$ cat src/design/kalman_filter_update_top_macros.svh
// Assertion macros for the Kalman filter update block.
`ifndef KALMAN_FILTER_UPDATE_TOP_MACROS_SVH
`define KALMAN_FILTER_UPDATE_TOP_MACROS_SVH
`ifndef SYNTHESIS
`define KFU_ASSERT_IMPL(label, clk, rst_n, prop, msg) \
	label: assert property (@(posedge clk) disable iff (!rst_n) (prop)) else $error(msg);
`define KFU_ASSERT_NEXT(label, clk, rst_n, ante, cons, msg) \
	label: assert property (@(posedge clk) disable iff (!rst_n) (ante) |=> (cons)) else $error(msg);
`else
`define KFU_ASSERT_IMPL(label, clk, rst_n, prop, msg)
`define KFU_ASSERT_NEXT(label, clk, rst_n, ante, cons, msg)
`endif
`endif

$ cat src/design/kfu_pkg.sv
// ----------------------------------------------------------------------------
// Kalman filter update package
// Payload types, status codes and register indexes shared by the block.
// ----------------------------------------------------------------------------
package kfu_pkg;

	localparam int CFG_IDX_BITS = 3;
	localparam int CFG_BITS = 64;

	typedef enum logic [CFG_IDX_BITS-1:0] {
		REG_DYN0 = 3'd0, REG_DYN1 = 3'd1, REG_OUT = 3'd2, REG_Q0 = 3'd3,
		REG_Q1 = 3'd4, REG_RDT = 3'd5, REG_P0 = 3'd6, REG_P1 = 3'd7
	} reg_idx_t;

	typedef enum logic [1:0] {
		ST_OK = 2'd0, ST_NOT_READY = 2'd1, ST_SINGULAR = 2'd2, ST_RSVD = 2'd3
	} status_t;

	typedef struct packed {
		logic               kind;
		logic signed [31:0] measurement;
		logic signed [31:0] init_state0;
		logic signed [31:0] init_state1;
		logic signed [31:0] start_time;
	} in_item_t;

	typedef struct packed {
		logic signed [31:0] estimate0;
		logic signed [31:0] estimate1;
		logic signed [31:0] elapsed_time;
		logic [1:0]         status;
	} out_item_t;

endpackage

$ cat src/design/kfu_divider.sv
// ----------------------------------------------------------------------------
// Kalman filter fixed-point divider
// Restoring divider, one quotient bit per cycle, truncating and saturating.
// ----------------------------------------------------------------------------
module kfu_divider import kfu_pkg::*; #(
	parameter int FRAC_BITS = 16,
	parameter int WORD_BITS = 32
) (
	input  logic                        clk,
	input  logic                        arst_n,
	input  logic                        start,
	input  logic signed [WORD_BITS-1:0] num,
	input  logic signed [WORD_BITS-1:0] den,
	output logic                        done,
	output logic signed [WORD_BITS-1:0] quo
);

	localparam int QW = WORD_BITS + FRAC_BITS;
	localparam int CW = $clog2(QW + 1);

	logic [QW-1:0]        dividend_q;
	logic [QW-1:0]        q_q;
	logic [WORD_BITS:0]   r_q;
	logic [WORD_BITS-1:0] d_q;
	logic                 neg_q;
	logic                 busy_q;
	logic [CW-1:0]        cnt_q;
	logic [WORD_BITS:0]   r_sh;
	logic [WORD_BITS:0]   r_sub;
	logic [QW:0]          lim;

	// Shift in one dividend bit and try a subtraction.
	assign r_sh  = {r_q[WORD_BITS-1:0], dividend_q[QW-1]};
	assign r_sub = r_sh - {1'b0, d_q};

	always_ff @(posedge clk or negedge arst_n) begin
		if (!arst_n) begin
			busy_q <= 1'b0;
			done   <= 1'b0;
			cnt_q  <= '0;
		end else begin
			done <= 1'b0;
			if (start) begin
				busy_q     <= 1'b1;
				cnt_q      <= CW'(QW);
				neg_q      <= num[WORD_BITS-1];
				dividend_q <= {(num[WORD_BITS-1] ? -num : num), {FRAC_BITS{1'b0}}};
				d_q        <= den;
				r_q        <= '0;
				q_q        <= '0;
			end else if (busy_q) begin
				dividend_q <= dividend_q << 1;
				if (!r_sub[WORD_BITS]) begin
					r_q <= r_sub;
					q_q <= {q_q[QW-2:0], 1'b1};
				end else begin
					r_q <= r_sh;
					q_q <= {q_q[QW-2:0], 1'b0};
				end
				cnt_q <= cnt_q - 1'b1;
				if (cnt_q == CW'(1)) begin
					busy_q <= 1'b0;
					done   <= 1'b1;
				end
			end
		end
	end

	// Saturate the magnitude and apply the sign.
	always_comb begin
		lim = neg_q ? ((QW+1)'(1) << (WORD_BITS - 1)) : (((QW+1)'(1) << (WORD_BITS - 1)) - 1'b1);
		if ({1'b0, q_q} > lim) begin
			quo = neg_q ? {1'b1, {(WORD_BITS-1){1'b0}}} : {1'b0, {(WORD_BITS-1){1'b1}}};
		end else begin
			quo = neg_q ? -q_q[WORD_BITS-1:0] : q_q[WORD_BITS-1:0];
		end
	end

endmodule

$ cat config.mk
export PLATFORM = sky130hd
export DESIGN_NAME = kfu_divider
export DESIGN_NICKNAME = d
export VERILOG_FILES = /design/src/design/kalman_filter_update_top_macros.svh /design/src/design/kfu_pkg.sv /design/src/design/kfu_divider.sv
export SDC_FILE = /design/constraint.sdc
export NUM_CORES = 1
export LEC_CHECK = 0
export BUFFER_PORTS_ARGS = -buffer_cell sky130_fd_sc_hd__buf_2
export CAP_MARGIN = 20
export CORE_ASPECT_RATIO = 0.5
export CORE_MARGIN = 10
export CORE_UTILIZATION = 47
export CTS_CLUSTER_DIAMETER = 50
export DETAILED_ROUTE_END_ITERATION = 8
export HOLD_SLACK_MARGIN = 0.1
export PLACE_DENSITY = 0.69
export SLEW_MARGIN = 20
export SYNTH_ARGS = -nofsm -noshare
export SYNTH_HDL_FRONTEND = slang
export SYNTH_SLANG_ARGS = --single-unit
$ cat constraint.sdc
create_clock -name clk -period 7.65 [get_ports clk]
set_clock_uncertainty 0.05 [all_clocks]
set_input_delay 1.1475 -clock clk [delete_from_list [all_inputs] [get_ports clk]]
set_output_delay 1.1475 -clock clk [all_outputs]
set_load 0.01 [all_outputs]
==> flow_summary.toml <==
[finish]
final_core_util_pct = 53.1
final_common_cell = "edfxtp_1"
drive_gt1_share_pct = 13.9
stdcell_count = 1532
synthToLayoutAreaGrowth_pct = 11.3
regArea_mm2 = 0.00504
antenna_cells = 0
nets = 1340
multi_input_area_mm2 = 0.00591
fillers = 2107
layout.cells.most_common_list = "edfxtp_1 (161), nor2_1 (124), buf_2 (97), mux2i_1 (84), o21ai_0 (69)"

[worst_setup_path]
path_cells = "inv_1 -> ha_1 -> nand4_1 -> or4_1 -> nor3_1 -> or3_1 -> o22ai_2 -> buf_4 -> nand2b_1 -> or3b_2 -> nand3_1 -> buf_2"
cp.arrival_ps = 5200
critical_path.max_fanout = 35
cp.required_ps = 6450
path_class = "register to primary output"
end_kind = "primary output"
worst_path_max_delay_cell = "edfxtp_1"
cpPeakStageDelay_ps = 830
cp-start-kind = "register"

[route]
drt_iter0_markers = 759
vias_per_cell = 5.95
firstDrtPassIters = 5
drc = 0
postRouteWirelength_um = 27100
postRouteAntennaNets = 0
vias = 9117
routedWlPerCell_um = 17.7

[clock_network]
ctsLongestPathBuffers = 2
root_buffer = "clkbuf_16"
htree_levels = 4
post-cts-setup-buffers = 0
cts.clk_slew.worst_paths_ps = 70
numCtsBuffers = 17
cts_tree = "built"
cts.sinks = 169
ctsHoldBuffers = 0
cts_resized = 0
clock_latency_ps = 450

[sta]
setup_viol = 0
final.min_clock_period_ps = 6390
tightestPinTransition_ps = 1080
rsz0062_at_grt = "false"
hold_viol_final = 0
fin_hold_ws_ps = 491
finalCritPeriodShare_pct = 83.6
max_freq_ghz = 0.156
maxSlewViolCount = 0
relSlewSlack_pct = 28.2
setup_tns_ps = 0

[pwr]
ir_drop_v = 0.000166
p_per_area_mw_per_mm2 = 215
p_comb_share_pct = 26.2
internal_power_mw = 1.87
power.share.sequential_pct = 43.6
leakagePower_nw = 5.51
p_sw_mw = 0.867
swShare_pct = 31.6
clockPowerShare_pct = 30.2

[logic_synthesis]
synthesis.area_mm2 = 0.0114
synth_ff_type = "edfxtp_1"
seq_area_frac_synth_pct = 44.0
synth_nets = 1278
avgSynthCellArea_um2 = 10.0
yosysUniqueCellTypes = 63
syn_inst = 1142
async_flop_share_pct = 4.73
synth_edf_count = 161
synth-seq-cells = 169
synth-warning-count = 0

[placed_design]
placed_cells = 1500
numPortBuffers = 99
dp_hpwl_um = 18700
gp_congestion = 0.901

[global_routing]
grt_usage_pct = 17.4
grt_pass1_vias = 8727
grt_overflow = 0
grt_max_degree = 94
antenna_found_initial = 0
grt_pass1_wl_um = 44500

[die]
die_area_mm2 = 0.0313
rows = 40
die_y_um = 130
io_pins = 100
initial_utilization_pct = 47.7
core_mm2 = 0.0240
die_x_um = 241

[job]
maxCapViolCount = 0

[min_path]
hold_path_class = "register to register"

[status]
status = "finished, final reports clean"
synthesized netlist by cell type, drive strengths merged (27+ instances only):
cell type    n  area [um^2]
xnor2       47          412
a22o        31          272
nor3        28          140
nor2       125          469
ha          68          851
clkbuf      52          195
edfxtp     161         4830
nand2       61          229
a21oi       57          285
o21ai       70          350
inv         65          244
a211oi      31          233
o311ai      27          236
mux2i       84          841
worst paths after layout:
check	slack [ps]	from	to	cells past startpoint
worst max-delay path	1260	neg_q	quo[24]	12
worst min register to register	490	cnt_q[4]	cnt_q[4]	2
worst min-delay path	490	cnt_q[4]	cnt_q[4]	2
max in group asynchronous	5550	arst_n	busy_q	2
worst max register to register	3590	r_q[14]	r_q[17]	11
min in group asynchronous	1240	arst_n	busy_q	2
state kept, by name, indices dropped and copies added (netlist names):
register    count
q_q            48
dividend_q     48
r_q            32
done            1
neg_q           1
d_q            32
busy_q          1
cnt_q           6
routing by layer:
layer  up-vias  global-route usage [%]  wire length [um]  part of all wire (%)
li1       4427                       -                 -                     -
met1      4445                    22.9             12700                    47
met2       210                    28.4             12700                    47
met3        35                    3.77              1250                   4.6
met4         0                    5.33               362                   1.3
met5         -                       0                 0                     0
cell type report:
cell class | instances | area share (%)
multi-input combinational | 842 | 46.4
sequential | 169 | 39.6
timing repair buffer | 109 | 4.52
clock buffer | 19 | 3.56
tap | 315 | 3.10
inverter | 65 | 1.92
clock inverter | 13 | 0.846
power groups by stage:
stage / logic, mW / clock network [mW] / registers (mW)
after global placement: 0.693 / 0 / 1.21
after global routing: 0.800 / 0.889 / 1.21
after CTS: 0.718 / 0.852 / 1.19
after floorplan: 0.540 / 0 / 1.19
after detailed placement: 0.714 / 0 / 1.21
final: 0.718 / 0.827 / 1.20
logic make-up after synthesis:
kind of cell             Yosys count  share of synthesized area [%]
multiplexers                      84                           7.35
AND/OR/NAND/NOR                  338                           14.7
buffers and inverters            131                           4.39
flip-flops                       169                           44.0
XOR/XNOR                          59                           4.52
adder cells (fa/ha/maj)           69                           7.62
AO/OA/AOI/OAI                    292                           17.4
worst max-delay path, delay by kind of cell, from the launching register on:
| family | cells | cell delay, ps |
|---|---|---|
| adders and majority gates | 1 | 430 |
| and+or+nand+nor | 7 | 2550 |
| buffers and inverters | 3 | 860 |
| AOI/OAI and AO/OA | 1 | 70 |
| DFF | 1 | 830 |
per-stage QoR:
step / area [um^2] / total power [mW] / setup WS (ps)
floorplan: 11400 / 1.73 / 2760
global placement: 12200 / 1.90 / 2020
detailed placement: 12200 / 1.93 / 1820
CTS: 12700 / 2.76 / 1320
global route: 12700 / 2.90 / 958
finish: 12700 / 2.74 / 1260
Power figures use the tool's default switching activity.
